===== config.mk =====
export PLATFORM = sky130hd
export DESIGN_NAME = osl_front_flat
export DESIGN_NICKNAME = d
export VERILOG_FILES = /design/src/design/osl_pkg.sv /design/src/design/osl_req_if.sv /design/src/design/osl_front.sv /design/src/flat_wrapper.sv
export SDC_FILE = /design/constraint.sdc
export NUM_CORES = 1
export LEC_CHECK = 0
export BUFFER_PORTS_ARGS = -buffer_cell sky130_fd_sc_hd__buf_2
export CORE_MARGIN = 10
export CORE_UTILIZATION = 45
export DETAILED_ROUTE_END_ITERATION = 10
export HOLD_SLACK_MARGIN = 0.1
export PLACE_DENSITY = 0.82
export SYNTH_ARGS = -nofsm -noshare
export SYNTH_HDL_FRONTEND = slang
export SYNTH_SLANG_ARGS = --single-unit

===== constraint.sdc =====
create_clock -name clk -period 4.4 [get_ports clk]
set_input_delay 0.88 -clock clk [delete_from_list [all_inputs] [get_ports clk]]
set_output_delay 0.88 -clock clk [all_outputs]
set_load 0.005 [all_outputs]

===== src/design/osl_pkg.sv =====
// Shared types, widths and codes for the object slot table.
// Used by the channel interfaces and by every module of the block.
package osl_pkg;

    // Table size and derived widths
    localparam int SLOTS   = 256;
    localparam int IDX_W   = $clog2(SLOTS);
    localparam int CNT_W   = $clog2(SLOTS + 1);
    localparam int KEY_W   = 32;
    localparam int OP_W    = 2;
    localparam int ST_W    = 2;
    localparam int SIDX_W  = 8;
    localparam int RES_W   = 8;
    localparam int CMP_W   = (CNT_W > SIDX_W) ? CNT_W : SIDX_W;

    // Operation codes
    localparam logic [OP_W-1:0] OP_ALLOC  = 2'd0;
    localparam logic [OP_W-1:0] OP_COMMIT = 2'd1;
    localparam logic [OP_W-1:0] OP_FIND   = 2'd2;
    localparam logic [OP_W-1:0] OP_DELETE = 2'd3;

    // Status codes
    localparam logic [ST_W-1:0] ST_OK         = 2'd0;
    localparam logic [ST_W-1:0] ST_FULL       = 2'd1;
    localparam logic [ST_W-1:0] ST_NOT_FOUND  = 2'd2;
    localparam logic [ST_W-1:0] ST_NOT_IN_USE = 2'd3;

    // Id written into deleted slots
    localparam logic [KEY_W-1:0] KEY_NONE = '1;

    // One slot of the table
    typedef struct packed {
        logic             committed;
        logic             deleted;
        logic [KEY_W-1:0] key;
    } slot_entry_t;

    // Classified command, front to back
    typedef struct packed {
        logic [OP_W-1:0]   op;
        logic              scan;
        logic [KEY_W-1:0]  key;
        logic [SIDX_W-1:0] idx;
    } cmd_t;

    // Back-end status seen at the top level
    typedef struct packed {
        logic             busy;
        logic [CNT_W-1:0] used_count;
    } stat_t;

endpackage


===== src/design/osl_req_if.sv =====
// Request channel of the object slot table: valid/ready plus one command beat.
// Depends on osl_pkg for field widths.
interface osl_req_if;
    import osl_pkg::*;

    logic                    valid;
    logic                    ready;
    logic [OP_W-1:0]         op;
    logic signed [KEY_W-1:0] object_key;
    logic [SIDX_W-1:0]       slot_index;

    modport source (output valid, output op, output object_key, output slot_index,
                    input ready);
    modport sink   (input valid, input op, input object_key, input slot_index,
                    output ready);
endinterface


===== src/design/osl_front.sv =====
// Front end: takes request beats, classifies them and holds them in a
// two-entry queue for the back end. Depends on osl_pkg and osl_req_if.
module osl_front (
    input  logic            clk,
    input  logic            rst_n,
    osl_req_if.sink         req,
    output osl_pkg::cmd_t   q_cmd,
    output logic            q_vld,
    input  logic            q_pop
);
    import osl_pkg::*;

    localparam logic [1:0] Q_FULL = 2'd2;

    cmd_t       q_mem_reg [2];
    logic       wr_ptr_reg;
    logic       wr_ptr_next;
    logic       rd_ptr_reg;
    logic       rd_ptr_next;
    logic [1:0] cnt_reg;
    logic [1:0] cnt_next;
    logic       push;
    cmd_t       cmd_in;

    // Classify the incoming beat
    always_comb
    begin
        cmd_in.op   = req.op;
        cmd_in.scan = (req.op != OP_COMMIT);
        cmd_in.key  = req.object_key;
        cmd_in.idx  = req.slot_index;
    end

    assign req.ready = (cnt_reg != Q_FULL);
    assign push      = req.valid && req.ready;
    assign q_vld     = (cnt_reg != 2'd0);
    assign q_cmd     = q_mem_reg[rd_ptr_reg];

    // Queue pointers and fill level
    always_comb
    begin
        wr_ptr_next = push  ? ~wr_ptr_reg : wr_ptr_reg;
        rd_ptr_next = q_pop ? ~rd_ptr_reg : rd_ptr_reg;
        cnt_next    = cnt_reg + {1'b0, push} - {1'b0, q_pop};
    end

    always_ff @(posedge clk or negedge rst_n)
    begin
        if (!rst_n)
        begin
            wr_ptr_reg <= 1'b0;
            rd_ptr_reg <= 1'b0;
            cnt_reg    <= 2'd0;
        end
        else
        begin
            wr_ptr_reg <= wr_ptr_next;
            rd_ptr_reg <= rd_ptr_next;
            cnt_reg    <= cnt_next;
        end
    end

    // Queue storage
    always_ff @(posedge clk)
    begin
        if (push)
        begin
            q_mem_reg[wr_ptr_reg] <= cmd_in;
        end
    end

endmodule


===== src/flat_wrapper.sv =====
// flat-port wrapper written by rule: the top's interface ports become plain ports
module osl_front_flat import osl_pkg::*;
  (clk, rst_n, q_cmd, q_vld, q_pop, req_valid, req_op, req_object_key, req_slot_index, req_ready);
  osl_req_if req_i ();
  input  logic clk;
  input  logic rst_n;
  output osl_pkg::cmd_t q_cmd;
  output logic q_vld;
  input  logic q_pop;
  input wire logic [$bits(req_i.valid)-1:0] req_valid;
  input wire logic [$bits(req_i.op)-1:0] req_op;
  input wire logic [$bits(req_i.object_key)-1:0] req_object_key;
  input wire logic [$bits(req_i.slot_index)-1:0] req_slot_index;
  output wire logic [$bits(req_i.ready)-1:0] req_ready;
  assign req_i.valid = req_valid;
  assign req_i.op = req_op;
  assign req_i.object_key = req_object_key;
  assign req_i.slot_index = req_slot_index;
  assign req_ready = req_i.ready;
  osl_front u_core (.clk(clk), .rst_n(rst_n), .req(req_i), .q_cmd(q_cmd), .q_vld(q_vld), .q_pop(q_pop));
endmodule

==> reports/metrics.cfg, run 1 <==
[run_status]
status = complete, no violations

[layout]
final_area_um2 = 4190
nets = 298
diodes = 0
final_cells = 358
mostFrequentLayoutCells = 90 x buf_2, 86 x edfxtp_1, 39 x mux2_4, 9 x clkbuf_8, 4 x mux2_2
largest_register_ffs = 86
final_common_cell = buf_2
drive_gt1_frac = 0.598
syn_to_final_growth_pct = 19.4

[yosys]
synthTopCellsByArea = edfxtp_1 74%, mux2_4 17%, dfrtp_1 2.9%, buf_12 2.3%, mux2_2 1.3%
ys_seq_elements = 90
synthesis.area_um2 = 3510
syn_avg_cell_area_um2 = 22.9
mappedNetlistNets = 200
seq_area_frac_synth = 0.765
synth_cells = 153
async_reset_ff_frac = 0.0444
synthDistinctLibCells = 17
synth_top_area_frac = 0.736
synth_edf_count = 86
synthFlopType = edfxtp_1
synth_top_cell_by_area = edfxtp_1
yosysWarnings = 0

[critical_path]
worstPathRequired_ps = 3520
path_max_fanout = 30
critPathCaptureType = primary output
path_class = flip-flop to primary output
cp-start-kind = flip-flop
cp.arrival_ps = 2220

[timing]
layout_min_cycle_time_ps = 3100
fin_ws_ps = 1300
fin_crit_sh = 0.706
relSlewSlack = 0.311
timing_max_transition_violations_final = 0
worst_pin_slew_ps = 1030
rsz0062_at_grt = false
clock_skew_ps = 13.0
finalHoldViolations = 0
setup_viol = 0
tns_ps = 0
fmax_mhz = 322

[placement]
port_buffers = 90
gp_congestion = 0.687
place_ws_ps = 1640
dp_cells = 342
dp_hpwl_um = 4320
place_area_um2 = 4020

[power]
peakVddDrop_mv = 0.395
p_leak_uw = 0.00168
power_density_nw_per_um2 = 614

[routing]
ant_nets = 0
route.vias.total = 1687
drt_iter0_drc = 64
drcViolationCount = 0
via_per_inst = 4.71
finalWirelength_um = 6260
drtPass1Iterations = 4
wl_per_cell_um = 17.5

[clock_network]
cts_made_buffers = 9
cts_buffer_depth = 2
clk_latency_ps = 350
cts_tree = yes
clk_pin_slew_ps = 80
htreeDepth = 3
root_buffer = clkbuf_8
ctsHoldBuffers = 0
cts_sinks = 90
post_cts_resized = 0
cts_setup_buffers = 0

[worst_hold_path]
min_path_type = primary input to async pin

[grt]
antenna_found_initial = 0
grt-ovfl-total = 0
grt_pass1_wl_um = 9550
grt_usage = 0.108
grt_max_degree = 44
first_global_vias = 1887

[floorplan]
die_h_um = 108
dieArea_um2 = 11700
floorplan.initialDensity = 0.459
die_x_um = 108
core_um2 = 7650
ios = 91
num_rows = 32

[job]
cap_viol_max_count = 0

==> through the flow <==
step,total power (µW),utilization,hold WS [ps]
2_1_floorplan,1890,-,460
3_3_place_gp,2110,0.526,529
5_1_grt,2720,0.548,322
3_5_place_dp,2140,0.526,555
6_report,2570,0.548,341
4_1_cts,2620,0.548,326
==> cell usage after synthesis, drive strengths merged, types with 2 or more instances <==
master and n:
dfrtp 4, buf 5, nand2b 2, xor2 2, mux2 43, xnor2 2
nand2 2, edfxtp 86
==> path summary, 6_finish.rpt <==
kind                                    from                 endpoint  slack, ps  cells past startpoint
setup / recovery           u_core.rd_ptr_reg                q_cmd[17]       1300                      3
hold / removal                         rst_n        u_core.wr_ptr_reg        340                      1
setup reg to reg           u_core.cnt_reg[0]  u_core.q_mem_reg[0][42]       2380                      4
hold reg to reg            u_core.wr_ptr_reg        u_core.wr_ptr_reg        570                      1
max in group asynchronous              rst_n        u_core.rd_ptr_reg       3910                      1
min in group clk           u_core.wr_ptr_reg        u_core.wr_ptr_reg        570                      1
==> per-layer routing <==
layer  vias up  track usage  share of wire
met5         -            0              0
met4         0       0.0480          0.013
met3         8       0.0458          0.088
met2        61        0.181           0.51
met1       829        0.116           0.38
li1        789            -              -
==> kinds of logic after synthesis <==
group,Yosys count,synth area share
XOR/XNOR,4,0.00999
adder cells (fa/ha/maj),1,0.00357
buffers and inverters,6,0.0271
flip-flops,90,0.765
multiplexers,44,0.183
AND/OR/NAND/NOR,8,0.0121
==> power by group <==
group | internal [µW] | total [µW] | switching (µW)
logic | 463 | 793 | 330
registers | 1170 | 1300 | 127
clock network | 203 | 478 | 275
total | 1840 | 2570 | 732
==> critical path, cell delays in order, from the launching register on <==
cell     delay [ps]
dfrtp_2         970
buf_4           430
mux2_4          330
buf_2           130
==> layout make-up <==
| type | instances | area, µm² |
|---|---|---|
| Timing Repair Buffer | 92 | 465 |
| Multi-Input combinational cell | 57 | 739 |
| Inverter | 1 | 3.75 |
| Clock buffer | 9 | 124 |
| Fill cell | 596 | 3460 |
| Tap cell | 102 | 128 |
| Clock inverter | 7 | 46.3 |
| Sequential cell | 90 | 2680 |
No activity file was read; power rests on OpenSTA's default activity.
==> run 2: changes to the inputs <==
==> constraint.sdc (replaced) <==
create_clock -name clk -period 3.1 [get_ports clk]
set_input_delay 0.62 -clock clk [delete_from_list [all_inputs] [get_ports clk]]
set_output_delay 0.62 -clock clk [all_outputs]
set_load 0.005 [all_outputs]
==> reports/metrics.cfg, run 2 (synthesis gave the netlist of run 1 again) <==
[layout]
diodes = 0
multiInputGateArea_um2 = 739
drive_gt1_frac = 0.598
mostFrequentLayoutCells = 90 x buf_2, 86 x edfxtp_1, 39 x mux2_4, 9 x clkbuf_8, 4 x mux2_2
syn_to_final_growth_pct = 21.2
utilization = 0.556
largest_register_ffs = 86
nets = 301
seq_area_um2 = 2680
final_common_cell = buf_2
fill_cells = 597

[worst_hold_path]
min_from = req_object_key[18]
min_path_type = primary input to flip-flop

[grt]
grt_pass1_wl_um = 9030
grt-ovfl-total = 0
antenna_found_initial = 0
first_global_vias = 1777
grt_usage = 0.101
grt_max_degree = 30

[floorplan]
core_um2 = 7650
die_x_um = 108
ios = 91
num_rows = 32
dieArea_um2 = 11700
die_h_um = 108
floorplan.initialDensity = 0.459

[critical_path]
timing.rr.start = u_core.cnt_reg[0]
worstPathRequired_ps = 2480
slowest_stage = buf_4
cp-start-kind = flip-flop
cp.arrival_ps = 1640
critPathMaxStageDelay_ps = 400
cp_cell_sequence = buf_4, mux2_2, buf_2
critPathCaptureType = primary output
path_max_fanout = 25
path_buf_inv = 2
worst_path_dominant_cell_family = buffers and inverters
path_class = flip-flop to primary output
r2r_slack_ps = 1340
worstSetupStartpoint = u_core.rd_ptr_reg

[timing]
layout_min_cycle_time_ps = 2260
relSlewSlack = 0.674
clock_skew_ps = 9.06
tns_ps = 0
rsz0062_at_grt = false
timing_max_transition_violations_final = 0
finalHoldViolations = 0
fin_crit_sh = 0.729
worst_pin_slew_ps = 488
setup_viol = 0
fmax_mhz = 442

[placement]
gp_congestion = 0.696
port_buffers = 90
dp_hpwl_um = 4270

[clock_network]
cts_buffer_depth = 2
cts_tree = yes
post_cts_resized = 0
clk_latency_ps = 350
clk_pin_slew_ps = 90
cts_made_buffers = 9
root_buffer = clkbuf_8
cts_sinks = 90
htreeDepth = 3

[routing]
drcViolationCount = 0
via_per_inst = 4.63
drt_iter0_drc = 21
drtPass1Iterations = 4
wl_per_cell_um = 16.4
finalWirelength_um = 5910
ant_nets = 0
route.vias.total = 1670

[power]
peakVddDrop_mv = 0.431
p_leak_uw = 0.00170
power_density_nw_per_um2 = 879

[job]
cap_viol_max_count = 0

[run_status]
status = complete, no violations

-- run 2: area by class of cell --
cell class / instances / area share
clock buffers: 10 / 0.0300
clock inverters: 6 / 0.0156
inverters: 1 / 0.000883
multi-input cells: 57 / 0.174
flip-flops and latches: 90 / 0.631
well taps: 102 / 0.0300
repair buffers: 95 / 0.118
-- run 2: report_power, final --
part           internal [µW]  total (µW)  leakage (µW)  switching, µW
clock network            374         763     0.0000905            389
registers               1660        1740      0.000842           76.5
logic                    676        1240      0.000767            560
total                   2710        3740       0.00170           1030
-- run 2: path summary, 6_finish.rpt --
kind                                      endpoint  cells after the start
max in group asynchronous        u_core.rd_ptr_reg                      2
max                                       q_cmd[1]                      3
min in group asynchronous        u_core.wr_ptr_reg                      2
min                        u_core.q_mem_reg[1][26]                      1
min reg2reg                      u_core.wr_ptr_reg                      1
max reg2reg                u_core.q_mem_reg[1][41]                      3
-- run 2: metrics by stage --
| stage | total power, µW | setup WS, ps | std cells | hold slack, ps | area (µm²) |
|---|---|---|---|---|---|
| 2_1_floorplan | 2680 | 124 | 153 | 324 | 3510 |
| 3_3_place_gp | 3010 | 1130 | 344 | 430 | 4050 |
| 3_5_place_dp | 3040 | 1090 | 344 | 433 | 4050 |
| 4_1_cts | 3810 | 794 | 361 | 429 | 4250 |
| 5_1_grt | 3940 | 759 | 361 | 432 | 4250 |
| 6_report | 3740 | 840 | 361 | 455 | 4250 |
-- run 2: repair_timing --
action	in CTS	in global routing
hold endpoints to repair	4	0
setup buffers	0	0
hold buffers	1	0
-- run 2: routing by layer --
metal,vias up,wire (µm),track usage
met5,-,0,0
li1,795,-,-
met1,812,2400,0.112
met4,0,75,0.0508
met3,8,513,0.0446
met2,55,2930,0.163
==> run 3: changes to the inputs <==
==> constraint.sdc (replaced) <==
create_clock -name clk -period 2.2 [get_ports clk]
set_input_delay 0.44 -clock clk [delete_from_list [all_inputs] [get_ports clk]]
set_output_delay 0.44 -clock clk [all_outputs]
set_load 0.005 [all_outputs]
==> reports/metrics.cfg, run 3 (synthesis gave the netlist of run 1 again) <==
[timing]
tns_ps = 0
finalHoldViolations = 0
relSlewSlack = 0.727
timing_max_transition_violations_final = 0
rsz0062_at_grt = false
clock_skew_ps = 11.7
fmax_mhz = 505
fin_crit_sh = 0.900
layout_min_cycle_time_ps = 1980
worst_pin_slew_ps = 410
setup_viol = 0

[layout]
syn_to_final_growth_pct = 21.8
drive_gt1_frac = 0.606
diodes = 0
final_common_cell = buf_2
largest_register_ffs = 86
mostFrequentLayoutCells = 90 x buf_2, 86 x edfxtp_1, 39 x mux2_4, 10 x clkbuf_8, 4 x mux2_2
nets = 301

[critical_path]
worstPathRequired_ps = 1760
cp.arrival_ps = 1540
cp-start-kind = flip-flop
path_max_fanout = 44
critPathCaptureType = primary output
path_class = flip-flop to primary output

[grt]
grt_pass1_wl_um = 9280
first_global_vias = 1839
grt_usage = 0.104
grt-ovfl-total = 0
grt_max_degree = 45
antenna_found_initial = 0

[routing]
drtPass1Iterations = 4
drcViolationCount = 0
finalWirelength_um = 5890
via_per_inst = 4.60
wl_per_cell_um = 16.3
route.vias.total = 1661
drt_iter0_drc = 36
ant_nets = 0

[placement]
gp_congestion = 0.653
port_buffers = 90
dp_hpwl_um = 4130

[power]
power_density_nw_per_um2 = 1240
p_leak_uw = 0.00172
peakVddDrop_mv = 0.809
power_uw = 5310

[clock_network]
cts_buffer_depth = 2
clk_pin_slew_ps = 90
cts_made_buffers = 9
cts_sinks = 90
htreeDepth = 3
cts_tree = yes
root_buffer = clkbuf_8
clk_latency_ps = 340

[floorplan]
core_um2 = 7650
dieArea_um2 = 11700
ios = 91
num_rows = 32
floorplan.initialDensity = 0.459
die_h_um = 108
die_x_um = 108

[run_status]
status = complete, no violations

[job]
cap_viol_max_count = 0

[worst_hold_path]
min_path_type = primary input to flip-flop

## run 3: changes by cell type in the layout (fill, tap and decap cells not counted), sizes merged
cell	previous run	this run
clkinvlp	2	1
clkinv	2	3
## run 3: layer usage
metal,share of wire,routed length (µm),vias to the layer above,track usage
met5,0,0,-,0
met4,0.0097,57,0,0.0508
met3,0.091,538,7,0.0452
met2,0.53,3120,57,0.174
met1,0.37,2180,799,0.111
li1,-,-,798,-
## run 3: repair_timing
action                                  in CTS  in global routing
hold buffers                                 1                  0
endpoints found under the setup margin       0                  0
setup buffers                                0                  0
gates resized for setup                      0                  0
hold endpoints to repair                     4                  0
## run 3: stage by stage
stage | util | instances | cell area (µm²) | worst slack (ps) | hold slack [ps]
after floorplan | - | 153 | 3510 | 34.9 | 144
after global placement | 0.531 | 344 | 4060 | 586 | 251
after detailed placement | 0.531 | 344 | 4060 | 570 | 253
after CTS | 0.559 | 361 | 4270 | 175 | 250
after global routing | 0.559 | 361 | 4270 | 132 | 253
final | 0.559 | 361 | 4270 | 220 | 279
## run 3: worst paths after layout
| path | startpoint | end | slack [ps] | cells past startpoint |
|---|---|---|---|---|
| worst min register to register | u_core.wr_ptr_reg | u_core.wr_ptr_reg | 550 | 1 |
| max in group asynchronous | rst_n | u_core.rd_ptr_reg | 1620 | 2 |
| min in group asynchronous | rst_n | u_core.wr_ptr_reg | 440 | 2 |
| worst min-delay path | req_object_key[26] | u_core.q_mem_reg[1][34] | 280 | 1 |
| worst max-delay path | u_core.rd_ptr_reg | q_cmd[0] | 220 | 3 |
| worst max register to register | u_core.cnt_reg[0] | u_core.q_mem_reg[0][31] | 660 | 4 |
## run 3: power breakdown
| group | total [µW] | leakage [µW] | internal (µW) | switching, µW |
|---|---|---|---|---|
| clock network | 1100 | 0.000103 | 558 | 544 |
| registers | 2450 | 0.000842 | 2340 | 112 |
| logic | 1750 | 0.000772 | 973 | 782 |
## run 3: final cells by class
type,count,area (µm²)
well taps,102,128
repair buffers,95,515
flip-flops and latches,90,2680
clock buffers,10,138
fillers,599,3370
multi-input cells,57,739
inverters,1,3.75
clock inverters,6,65.1
## run 3: worst max-delay path, stage by stage (launching register included)
cell,delay [ps]
dfrtp_2,380
buf_12,300
mux2_2,380
buf_2,130
